===== config.mk =====
export PLATFORM = sky130hd
export DESIGN_NAME = playfair_digraph_cipher
export DESIGN_NICKNAME = d
export VERILOG_FILES = /design/src/rtl/pfc_pkg.sv /design/src/rtl/playfair_digraph_cipher.sv /design/src/rtl/pfc_front.sv /design/src/rtl/pfc_back.sv
export SDC_FILE = /design/constraint.sdc
export NUM_CORES = 1
export LEC_CHECK = 0
export ABC_AREA = 0
export BUFFER_PORTS_ARGS = -buffer_cell sky130_fd_sc_hd__buf_2
export CAP_MARGIN = 20
export CORE_ASPECT_RATIO = 1.1
export CORE_MARGIN = 4
export CORE_UTILIZATION = 60
export CTS_BUF_LIST = sky130_fd_sc_hd__clkbuf_4 sky130_fd_sc_hd__clkbuf_8 sky130_fd_sc_hd__clkbuf_16
export CTS_CLUSTER_DIAMETER = 150
export DETAILED_ROUTE_END_ITERATION = 10
export GPL_ROUTABILITY_DRIVEN = 0
export GPL_TIMING_DRIVEN = 0
export HOLD_SLACK_MARGIN = 0.12
export PLACE_DENSITY_LB_ADDON = 0.05
export REMOVE_ABC_BUFFERS = 1
export SYNTH_ARGS = -nofsm -noshare
export SYNTH_HDL_FRONTEND = slang
export SYNTH_HIERARCHICAL = 1
export SYNTH_SLANG_ARGS = --single-unit

===== constraint.sdc =====
create_clock -name clk_i -period 5.8 [get_ports clk_i]
set_input_delay 0.87 -clock clk_i [delete_from_list [all_inputs] [get_ports clk_i]]
set_output_delay 0.87 -clock clk_i [all_outputs]
set_load 0.05 [all_outputs]

===== src/rtl/pfc_pkg.sv =====
// Shared types, constants and helper functions for the Playfair digraph cipher.
`timescale 1ns / 1ps

package pfc_pkg;

  localparam int unsigned LetterW    = 5;
  localparam int unsigned SqSide     = 5;
  localparam int unsigned SqCells    = SqSide * SqSide;
  localparam int unsigned NumLetters = 26;
  localparam int unsigned RcW        = 3;
  localparam int unsigned QDepth     = 2;
  localparam int unsigned QPtrW      = $clog2(QDepth);
  localparam int unsigned QCntW      = $clog2(QDepth + 1);

  localparam logic [LetterW-1:0] CodeI = LetterW'(8);
  localparam logic [LetterW-1:0] CodeJ = LetterW'(9);
  localparam logic [LetterW-1:0] CodeZ = LetterW'(25);
  localparam logic [RcW-1:0]     RcLast = RcW'(SqSide - 1);

  // request kind codes on the input port
  localparam logic [1:0] KindKey     = 2'd0;
  localparam logic [1:0] KindFinish  = 2'd1;
  localparam logic [1:0] KindDigraph = 2'd2;

  typedef struct packed {
    logic [1:0]         kind;
    logic [LetterW-1:0] letter_a;
    logic [LetterW-1:0] letter_b;
  } in_req_t;

  typedef struct packed {
    logic [LetterW-1:0] cipher_a;
    logic [LetterW-1:0] cipher_b;
    logic               status;
  } out_rsp_t;

  typedef enum logic [1:0] {
    OP_KEY,
    OP_FINISH,
    OP_DIGRAPH
  } op_e;

  typedef struct packed {
    op_e                op;
    logic [LetterW-1:0] a;
    logic [LetterW-1:0] b;
  } cmd_t;

  // head of the front queue as seen by the back end
  typedef struct packed {
    logic valid;
    cmd_t cmd;
  } q_head_t;

  // row/column of a placed letter
  typedef struct packed {
    logic [RcW-1:0] row;
    logic [RcW-1:0] col;
  } pos_t;

  function automatic logic [LetterW-1:0] norm_letter(input logic [LetterW-1:0] v);
    logic [LetterW-1:0] c;
    c = (v > CodeZ) ? CodeZ : v;
    if (c == CodeJ) c = CodeI;
    return c;
  endfunction

  function automatic logic [RcW-1:0] rc_next(input logic [RcW-1:0] x);
    return (x == RcLast) ? '0 : x + RcW'(1);
  endfunction

  // row * 5 + col
  function automatic logic [LetterW-1:0] cell_idx(input logic [RcW-1:0] r,
                                                  input logic [RcW-1:0] c);
    return {r, 2'b00} + LetterW'(r) + LetterW'(c);
  endfunction

endpackage


===== src/rtl/playfair_digraph_cipher.sv =====
// Top level of the Playfair digraph cipher: front queue plus execution back end.
`timescale 1ns / 1ps

// Usage:
//   Input channel (push/full, req_i): key letters (kind 0), one finish request
//   (kind 1), then digraphs (kind 2). Letters are 0..25; J folds to I, codes
//   above 25 read as Z. Kind 3 is taken and dropped.
//   Result channel (empty/pop, rsp_o): one result per digraph, in order.
//   The oldest result sits on rsp_o while empty is low.
//   Timing: a two-entry queue decouples the sides. Key letters retire straight
//   from idle. Finish walks the alphabet one letter per cycle. A digraph passes
//   a position memory read, a square memory read and a result load in turn;
//   the back end takes no new request until that result is loaded.
//   A digraph before finish returns status 1 with zero letters.
//   Reset clears the key square state; a new key needs a reset.
//   When the receiver stalls, the result register holds, the back end waits
//   with its next result ready, and the queue fills until full rises.

module playfair_digraph_cipher import pfc_pkg::*; (
  input  logic     clk_i,
  input  logic     rst_ni,
  input  logic     push,
  output logic     full,
  input  in_req_t  req_i,
  output logic     empty,
  input  logic     pop,
  output out_rsp_t rsp_o
);

  q_head_t head;
  logic    deq;

  pfc_front u_front (
    .clk_i  (clk_i),
    .rst_ni (rst_ni),
    .push   (push),
    .full   (full),
    .req_i  (req_i),
    .head_o (head),
    .deq_i  (deq)
  );

  pfc_back u_back (
    .clk_i  (clk_i),
    .rst_ni (rst_ni),
    .head_i (head),
    .deq_o  (deq),
    .empty  (empty),
    .pop    (pop),
    .rsp_o  (rsp_o)
  );

endmodule


===== src/rtl/pfc_front.sv =====
// Front end: letter folding, request classification and a short command queue.
`timescale 1ns / 1ps

module pfc_front import pfc_pkg::*; (
  input  logic    clk_i,
  input  logic    rst_ni,
  input  logic    push,
  output logic    full,
  input  in_req_t req_i,
  output q_head_t head_o,
  input  logic    deq_i
);

  cmd_t             q_mem [QDepth];
  logic [QPtrW-1:0] wr_ptr_q, wr_ptr_d;
  logic [QPtrW-1:0] rd_ptr_q, rd_ptr_d;
  logic [QCntW-1:0] cnt_q, cnt_d;
  logic             accept, enq, deq, known;
  cmd_t             cmd;

  assign full   = (cnt_q == QCntW'(QDepth));
  assign accept = push && !full;

  always_comb begin
    known = 1'b1;
    cmd.a = norm_letter(req_i.letter_a);
    cmd.b = norm_letter(req_i.letter_b);
    unique case (req_i.kind)
      KindKey:     cmd.op = OP_KEY;
      KindFinish:  cmd.op = OP_FINISH;
      KindDigraph: cmd.op = OP_DIGRAPH;
      default: begin
        // unknown kind: taken and dropped here
        cmd.op = OP_KEY;
        known  = 1'b0;
      end
    endcase
  end

  assign enq = accept && known;
  assign deq = deq_i && (cnt_q != '0);

  always_comb begin
    wr_ptr_d = wr_ptr_q;
    rd_ptr_d = rd_ptr_q;
    cnt_d    = cnt_q;
    if (enq) wr_ptr_d = wr_ptr_q + QPtrW'(1);
    if (deq) rd_ptr_d = rd_ptr_q + QPtrW'(1);
    if (enq && !deq) cnt_d = cnt_q + QCntW'(1);
    else if (!enq && deq) cnt_d = cnt_q - QCntW'(1);
  end

  always_ff @(posedge clk_i or negedge rst_ni) begin
    if (!rst_ni) begin
      wr_ptr_q <= '0;
      rd_ptr_q <= '0;
      cnt_q    <= '0;
    end else begin
      wr_ptr_q <= wr_ptr_d;
      rd_ptr_q <= rd_ptr_d;
      cnt_q    <= cnt_d;
    end
  end

  always_ff @(posedge clk_i) begin
    if (enq) q_mem[wr_ptr_q] <= cmd;
  end

  assign head_o.valid = (cnt_q != '0);
  assign head_o.cmd   = q_mem[rd_ptr_q];

endmodule


===== src/rtl/pfc_back.sv =====
// Back end: key square build, square fill, digraph lookups and the result register.
`timescale 1ns / 1ps

module pfc_back import pfc_pkg::*; (
  input  logic     clk_i,
  input  logic     rst_ni,
  input  q_head_t  head_i,
  output logic     deq_o,
  output logic     empty,
  input  logic     pop,
  output out_rsp_t rsp_o
);

  typedef enum logic [3:0] {
    S_IDLE = 4'b0001,
    S_FILL = 4'b0010,
    S_POS  = 4'b0100,
    S_SQ   = 4'b1000
  } state_e;

  state_e               st_q, st_d;
  logic [NumLetters-1:0] used_q, used_d;
  logic [LetterW-1:0]   fill_q, fill_d;
  logic [RcW-1:0]       row_q, row_d, col_q, col_d;
  logic [LetterW-1:0]   fill_ltr_q, fill_ltr_d;
  logic                 ready_q, ready_d;
  logic                 out_valid_q, out_valid_d;
  out_rsp_t             rsp_q, out_d;

  logic [LetterW-1:0]   sq_mem  [SqCells];
  pos_t                 pos_mem [NumLetters];
  pos_t                 pa_q, pb_q;
  logic [LetterW-1:0]   sqa_q, sqb_q;

  logic                 place_en, place_ok, pos_rd, sq_rd, out_load, out_free;
  logic [LetterW-1:0]   place_chr, oa, ob;
  pos_t                 cur_pos;

  assign out_free = !out_valid_q || pop;
  assign cur_pos  = '{row: row_q, col: col_q};
  assign place_ok = place_en && !used_q[place_chr] && (fill_q < LetterW'(SqCells));

  always_comb begin
    st_d       = st_q;
    deq_o      = 1'b0;
    place_en   = 1'b0;
    place_chr  = head_i.cmd.a;
    pos_rd     = 1'b0;
    sq_rd      = 1'b0;
    out_load   = 1'b0;
    out_d      = '{cipher_a: sqa_q, cipher_b: sqb_q, status: 1'b0};
    fill_ltr_d = fill_ltr_q;
    ready_d    = ready_q;
    unique case (st_q)
      S_IDLE: begin
        if (head_i.valid) begin
          unique case (head_i.cmd.op)
            OP_KEY: begin
              deq_o    = 1'b1;
              place_en = !ready_q;
            end
            OP_FINISH: begin
              deq_o = 1'b1;
              if (!ready_q) begin
                fill_ltr_d = '0;
                st_d       = S_FILL;
              end
            end
            OP_DIGRAPH: begin
              if (ready_q) begin
                deq_o  = 1'b1;
                pos_rd = 1'b1;
                st_d   = S_POS;
              end else if (out_free) begin
                // square not finished: answer at once with the error status
                deq_o    = 1'b1;
                out_load = 1'b1;
                out_d    = '{cipher_a: '0, cipher_b: '0, status: 1'b1};
              end
            end
            default: deq_o = 1'b1;
          endcase
        end
      end
      S_FILL: begin
        place_chr = fill_ltr_q;
        place_en  = (fill_ltr_q != CodeJ);
        if (fill_ltr_q == CodeZ) begin
          ready_d = 1'b1;
          st_d    = S_IDLE;
        end else begin
          fill_ltr_d = fill_ltr_q + LetterW'(1);
        end
      end
      S_POS: begin
        sq_rd = 1'b1;
        st_d  = S_SQ;
      end
      S_SQ: begin
        if (out_free) begin
          out_load = 1'b1;
          st_d     = S_IDLE;
        end
      end
      default: st_d = S_IDLE;
    endcase
  end

  // placement bookkeeping: next free cell walks row-major
  always_comb begin
    used_d = used_q;
    fill_d = fill_q;
    row_d  = row_q;
    col_d  = col_q;
    if (place_ok) begin
      used_d[place_chr] = 1'b1;
      fill_d = fill_q + LetterW'(1);
      if (col_q == RcLast) begin
        col_d = '0;
        row_d = row_q + RcW'(1);
      end else begin
        col_d = col_q + RcW'(1);
      end
    end
  end

  // digraph rules on the looked-up positions
  always_comb begin
    if (pa_q.row == pb_q.row) begin
      oa = cell_idx(pa_q.row, rc_next(pa_q.col));
      ob = cell_idx(pb_q.row, rc_next(pb_q.col));
    end else if (pa_q.col == pb_q.col) begin
      oa = cell_idx(rc_next(pa_q.row), pa_q.col);
      ob = cell_idx(rc_next(pb_q.row), pb_q.col);
    end else begin
      oa = cell_idx(pa_q.row, pb_q.col);
      ob = cell_idx(pb_q.row, pa_q.col);
    end
  end

  always_comb begin
    out_valid_d = out_valid_q;
    if (out_load) out_valid_d = 1'b1;
    else if (pop) out_valid_d = 1'b0;
  end

  always_ff @(posedge clk_i or negedge rst_ni) begin
    if (!rst_ni) begin
      st_q        <= S_IDLE;
      used_q      <= '0;
      fill_q      <= '0;
      row_q       <= '0;
      col_q       <= '0;
      fill_ltr_q  <= '0;
      ready_q     <= 1'b0;
      out_valid_q <= 1'b0;
    end else begin
      st_q        <= st_d;
      used_q      <= used_d;
      fill_q      <= fill_d;
      row_q       <= row_d;
      col_q       <= col_d;
      fill_ltr_q  <= fill_ltr_d;
      ready_q     <= ready_d;
      out_valid_q <= out_valid_d;
    end
  end

  always_ff @(posedge clk_i) begin
    if (out_load) rsp_q <= out_d;
  end

  always_ff @(posedge clk_i) begin
    if (place_ok) pos_mem[place_chr] <= cur_pos;
    if (pos_rd) begin
      pa_q <= pos_mem[head_i.cmd.a];
      pb_q <= pos_mem[head_i.cmd.b];
    end
  end

  always_ff @(posedge clk_i) begin
    if (place_ok) sq_mem[fill_q] <= place_chr;
    if (sq_rd) begin
      sqa_q <= sq_mem[oa];
      sqb_q <= sq_mem[ob];
    end
  end

  assign empty = !out_valid_q;
  assign rsp_o = rsp_q;

endmodule


==> results of run 1 <==
==> state kept, by name (all words and copies together), names as in the netlist, 2 cells and up <==
register	flops
u_back/pos_mem	156
u_back/sq_mem	125
u_back/used_q	26
u_front/q_mem	24
u_back/rsp_o	11
u_back/pa_q	6
u_back/pb_q	6
u_back/fill_ltr_q	5
u_back/fill_q	5
u_back/sqa_q	5
u_back/sqb_q	5
u_back/st_q	4
u_back/col_q	3
u_back/row_q	3
u_front/cnt_q	2
==> layer usage <==
metal | GRT usage, % | part of all wire [%] | up-vias
li1 | - | - | 5292
met1 | 35.2 | 41 | 5967
met2 | 44.4 | 51 | 386
met3 | 3.15 | 5.0 | 93
met4 | 9.50 | 3.6 | 0
met5 | 0 | 0 | -
==> power breakdown <==
part | switching, uW | internal [uW]
logic | 1430 | 1010
clock network | 1040 | 1480
registers | 272 | 3590
total | 2740 | 6080
==> worst paths after layout <==
check | to | startpoint | slack [ps] | depth (start not counted)
setup reg to reg | u_back/pos_mem[8][0] | u_front/rd_ptr_q | 180 | 9
hold / removal | u_back/used_q[16] | rst_ni | 350 | 1
max in group asynchronous | u_back/st_q[0] | rst_ni | 4780 | 2
hold reg to reg | u_back/used_q[14] | u_back/used_q[14] | 460 | 1
setup / recovery | u_back/pos_mem[8][0] | u_front/rd_ptr_q | 180 | 9
min in group clk_i | u_back/used_q[14] | u_back/used_q[14] | 460 | 1
==> area by class of cell <==
| class | count | area [sq um] |
|---|---|---|
| flip-flops and latches | 390 | 11500 |
| fillers | 2297 | 10500 |
| multi-input cells | 833 | 7700 |
| clock buffers | 58 | 1190 |
| repair buffers | 62 | 584 |
| well taps | 426 | 533 |
| inverters | 43 | 165 |
| clock inverters | 14 | 119 |
| repair inverters | 1 | 5.00 |
==> cell families after synthesis <==
logic type | Yosys count | share of synthesized area, %
flops | 390 | 58.5
simple gates | 342 | 8.94
mux | 214 | 18.4
compound gates | 190 | 6.57
buf+inv | 125 | 2.52
fa+ha+maj | 50 | 3.43
xor+xnor | 37 | 1.66
==> synthesized netlist by cell type (all sizes together) (29+ instances only) <==
master and n:
dfrtp 51, o21ai 32, a21oi 41, nor2 74, or2 29, mux2i 58
clkbuf 57, nand3 34, mux2 46, mux4 110, nand2 79, ha 44
edfxtp 338, inv 43, nor3 32
==> critical path, cell delays in order (launching register included) <==
cell        delay [ps]
dfrtp_1            750
mux2_2             650
mux2i_2            550
clkinvlp_4         500
nand3_1            390
nand2b_1           200
nand4_1            120
or4_1              870
buf_16             290
nor3_1             890
==> per-stage QoR <==
| step | std cells | area (sq um) | setup TNS (ps) | hold slack, ps |
|---|---|---|---|---|
| after floorplan | 1266 | 19200 | 0 | 428 |
| after global placement | 1720 | 19900 | -379630 | 443 |
| after detailed placement | 1748 | 20300 | 0 | 447 |
| after CTS | 1820 | 21600 | 0 | 362 |
| after global routing | 1827 | 21800 | -1270 | 376 |
| final | 1827 | 21800 | 0 | 345 |
==> results by group, run 1 <==
Status
  • Status: completed

Setup path
  • CP required: 5950 ps
  • Critical Path Sink Type: register
  • Worst Path Arrival: 5770 ps
  • Critical Path Source Type: register
  • Largest fanout on the critical path: 26
  • CP Class: register to register

Floorplan
  • Die height: 197 um
  • Core area: 0.0323 sq mm
  • Site Rows: 69
  • Width of the chip: 180 um
  • Initial Util: 60.6%
  • Io pins: 29
  • Die area: 0.0356 sq mm

Power
  • Pleak: 0.00769 uW
  • Power consumption: 8810 uW
  • Pwr dens: 405 mW/mm^2
  • Worst VDD drop: 342 uV

Finish
  • Post-layout nets: 1436
  • Share of layout cells above drive strength 1: 23.7%
  • Most frequent cells in the layout: edfxtp_1 (338), mux4_2 (110), nand2_1 (78)
  • Synth-to-Final Area Change: 11.2%
  • Ant. Diodes: 0
  • Most common cell after layout, fill and taps aside: edfxtp_1
  • Final core occ: 67.4%

STA
  • Final setup vio count: 0
  • Final Hold Vio Count: 0
  • Max-slew headroom: 25.9%
  • Pins Over Slew Limit: 0
  • Slew @ Worst Pin: 1100 ps
  • RSZ-0062 raised after global routing: yes
  • Worst clock skew: 32.2 ps
  • Min cycle time layout: 5620 ps
  • Max Fclk: 178 MHz
  • Worst setup margin: 176 ps
  • Crit share post-route: 97.0%

Place
  • Buffers on Ports: 28
  • DP Wirelength: 31900 um
  • Setup WS pre-CTS: 130 ps

GRT
  • Largest net degree at the start of global routing: 38
  • First-pass GRT wire length: 70800 um
  • Initial antenna violation count: 0
  • Total grt overflow: 0
  • GR Util All Layers: 26.0%
  • Vias in the first global route: 11800

Clocking
  • Htree depth: 2
  • CTS buffer count: 39
  • Clock slew at reported path FFs: 70 ps
  • Root buf cell: clkbuf_16
  • Post-CTS Hold Buffers: 0
  • CTS resizes: 0
  • Clock Tree Buf Depth: 3
  • Clk Latency, worst-skew pair: 550 ps
  • TritonCTS Sinks: 390
  • Setup Fix Bufs, Post-CTS: 0
  • TritonCTS clock tree: done

Yosys
  • Mapped Area: 0.0196 sq mm
  • YS warnings: 6
  • Post-Syn Area per Cell: 14.5 sq um
  • FFs w/ async S/R, synth: 13.3%
  • Leading area contributor after synthesis: edfxtp_1
  • Synth top area share: 51.9%
  • Flops & latches, synth: 390
  • Synthesized netlist cell count: 1348
  • EDFF count, synth: 338
  • Most used DFF post-synth: edfxtp_1
  • Library cells used by synthesis: 68
  • Synth top area cells: edfxtp_1 (52%), mux4_2 (13%), dfrtp_1 (6.5%), mux2i_1 (2.9%), ha_1 (2.8%)
  • Post-synthesis sequential area ratio: 58.5%

Route
  • Routed via count: 11700
  • Wirelength per Cell: 25.3 um
  • # DRC: 0
  • Detail Route Antenna Nets: 0
  • Vias per inst: 6.42
  • Iter 0 DRT Violations: 1103
  • DR pass1 iterations: 5
  • WL final: 46200 um

Min path
  • Worst Hold Class: input pin to asynchronous set/reset pin

Flow run
  • Total of max-cap violations: 0
Power figures use the tool's default switching activity.
==> inputs of run 2 (changes only) <==
==> constraint.sdc (replaced) <==
create_clock -name clk_i -period 5.8 [get_ports clk_i]
set_input_delay 0.29 -clock clk_i [delete_from_list [all_inputs] [get_ports clk_i]]
set_output_delay 0.29 -clock clk_i [all_outputs]
set_load 0.05 [all_outputs]
==> run 2 against run 1 <==
Cell area up 0.66%; clock skew decreased by 0.86 ps; largest cell class unchanged; highest routed layer unchanged; total power hardly changed; largest power group unchanged; non-clock buffer count is 14 higher; sequential share of layout area decreased by 0.35 points; register-to-register slack better by 30 ps; global-route usage is 0.065 points higher; critical endpoint unchanged; flip-flop and latch count stayed put.
==> results by group, run 2 (synthesis gave the netlist of run 1 again) <==
STA
  • Final Hold Vio Count: 0 (unchanged)
  • RSZ-0062 raised after global routing: yes
  • Min cycle time layout: 5600 ps (-25.8 ps)
  • Worst setup margin: 202 ps (+25.8 ps)
  • Final setup vio count: 0 (unchanged)
  • Sum Neg Setup Slack: 0 ps (unchanged)
  • Pins Over Slew Limit: 0 (unchanged)
  • Fin Hold WS: 143 ps (-202 ps)
  • Crit share post-route: 96.5% (-0.44 points)
  • Slew @ Worst Pin: 1090 ps (-13.8 ps)
  • Worst clock skew: 31.3 ps (-0.857 ps)
  • Max-slew headroom: 26.8% (+0.93 points)
  • Max Fclk: 179 MHz (+0.46%)

Setup path
  • CP max stage cell: nor3_1
  • Crit-path cells: mux2_2 > mux2i_2 > clkinvlp_4 > nand3_1 > nand2b_1 > nand4_1 > or4_1 > buf_16 > nor3_1
  • R2R Setup Slk: 200 ps (+30 ps)
  • CP required: 5950 ps (about the same)
  • CP max stage delay: 880 ps (about the same)
  • R2r startpoint: u_front/rd_ptr_q
  • R2R depth: 9 (unchanged)
  • Worst path bufs/invs: 2 (unchanged)
  • Largest fanout on the critical path: 26 (unchanged)
  • Critical Path Sink Type: register
  • CP Class: register to register
  • Critical Path Source Type: register
  • Stages on worst setup path: 9 (unchanged)
  • Worst Path Arrival: 5750 ps (-20 ps)
  • Critical path's top delay family: simple AND/OR/NAND/NOR gates
  • RR Endpoint: u_back/pos_mem[8][0]

Route
  • Wirelength per Cell: 25.1 um (-0.55%)
  • DR pass1 iterations: 5 (unchanged)
  • Vias per inst: 6.41 (-0.19%)
  • WL final: 46300 um (+0.21%)
  • Detail Route Antenna Nets: 0 (unchanged)
  • Iter 0 DRT Violations: 1059 (-4.0%)
  • Routed via count: 11800 (+0.58%)
  • # DRC: 0 (unchanged)

Finish
  • Most frequent cells in the layout: edfxtp_1 (338), mux4_2 (110), nand2_1 (78)
  • # fillers: 2273 (-1.0%)
  • Final core occ: 67.8% (+0.45 points)
  • Post-layout nets: 1450 (+0.97%)
  • Biggest register: u_back/pos_mem
  • Ant. Diodes: 0 (unchanged)
  • Most common cell after layout, fill and taps aside: edfxtp_1
  • Max reg flops: 156 (unchanged)
  • Share of layout cells above drive strength 1: 23.5% (-0.23 points)
  • Top flop regs: u_back/pos_mem (156), u_back/sq_mem (125), u_back/used_q (26)
  • Synth-to-Final Area Change: 11.9%

Clocking
  • TritonCTS Sinks: 390 (unchanged)
  • Clk Latency, worst-skew pair: 550 ps (about the same)
  • Clock slew at reported path FFs: 70 ps (about the same)
  • TritonCTS clock tree: done
  • CTS buffer count: 39 (unchanged)
  • Clock Tree Buf Depth: 3 (unchanged)
  • Htree depth: 2 (unchanged)
  • Setup Fix Bufs, Post-CTS: 0 (unchanged)
  • Root buf cell: clkbuf_16

Power
  • Worst VDD drop: 339 uV (-0.80%)
  • Pwr dens: 403 mW/mm^2 (-0.56%)
  • Power consumption: 8820 uW (about the same)
  • Pleak: 0.00775 uW (+0.78%)

Floorplan
  • Initial Util: 60.6% (unchanged)
  • Core area: 0.0323 sq mm (unchanged)
  • Die area: 0.0356 sq mm (unchanged)
  • Width of the chip: 180 um (unchanged)
  • Site Rows: 69 (unchanged)
  • Io pins: 29 (unchanged)
  • Die height: 197 um (unchanged)

Place
  • Buffers on Ports: 28 (unchanged)
  • DP Wirelength: 31900 um (unchanged)
  • Setup WS pre-CTS: 130 ps (unchanged)

Status
  • Status: completed

GRT
  • Vias in the first global route: 11900 (+0.54%)
  • GR Util All Layers: 26.1% (+0.065 points)
  • Total grt overflow: 0 (unchanged)
  • First-pass GRT wire length: 71000 um (+0.31%)
  • Largest net degree at the start of global routing: 38 (unchanged)
  • Initial antenna violation count: 0 (unchanged)

Min path
  • Worst Hold Class: input pin to register
  • Hold Path Depth: 3
  • Hold Path Sink: u_front/q_mem[1][0]
  • Hold_sp: req_i[1]

Flow run
  • Total of max-cap violations: 0 (unchanged)
run 2: final cells by class:
class                      instances  area, sq um  share of cell area, %
clock inverter                    14          119                  0.543
clock buffer                      58         1190                   5.44
tap                              426          533                   2.43
sequential                       390        11500                   52.3
timing repair inverter             1         5.00                 0.0229
timing repair buffer              76          728                   3.33
multi-input combinational        833         7700                   35.2
inverter                          43          165                  0.754
run 2: report_power, final:
part	internal, uW	switching, uW	total [uW]
Sequential	3590	275	3870
Combinational	1020	1430	2440
Clock	1480	1040	2510
run 2: per-layer routing:
layer | vias up | wire, um | global-route usage (%)
met3 | 100 | 2220 | 3.15
li1 | 5329 | - | -
met4 | 0 | 1740 | 9.50
met2 | 358 | 23400 | 44.6
met5 | - | 0 | 0
met1 | 6019 | 18900 | 35.3
run 2: worst reg2reg max path, delay by kind of cell, from the launching register on:
| kind | cells | cell delay [ps] |
|---|---|---|
| buf+inv | 2 | 800 |
| flops | 1 | 740 |
| mux | 2 | 1230 |
| simple gates | 5 | 2450 |
run 2: worst max path at each step:
stage | start | endpoint
after CTS | u_front/rd_ptr_q | u_back/pos_mem[8][0]
after floorplan | u_back/pa_q[4] | u_back/sqa_q[4]
after global routing | u_front/rd_ptr_q | u_back/pos_mem[8][0]
after global placement | u_back/pa_q[4] | u_back/sqa_q[1]
final | u_front/rd_ptr_q | u_back/pos_mem[8][0]
after detailed placement | u_front/rd_ptr_q | u_back/pos_mem[8][0]
run 2: metrics by stage:
stage	instance area, sq um	std cells
2_1_floorplan	19200	1266
4_1_cts	21800	1834
5_1_grt	21900	1841
3_3_place_gp	19900	1720
6_report	21900	1841
3_5_place_dp	20300	1748
run 2: repair_timing:
item | CTS | global route
resized for setup | 0 | 5
hold buffers | 14 | 0
setup endpoints to repair | 0 | 61
hold endpoints to repair | 39 | 0
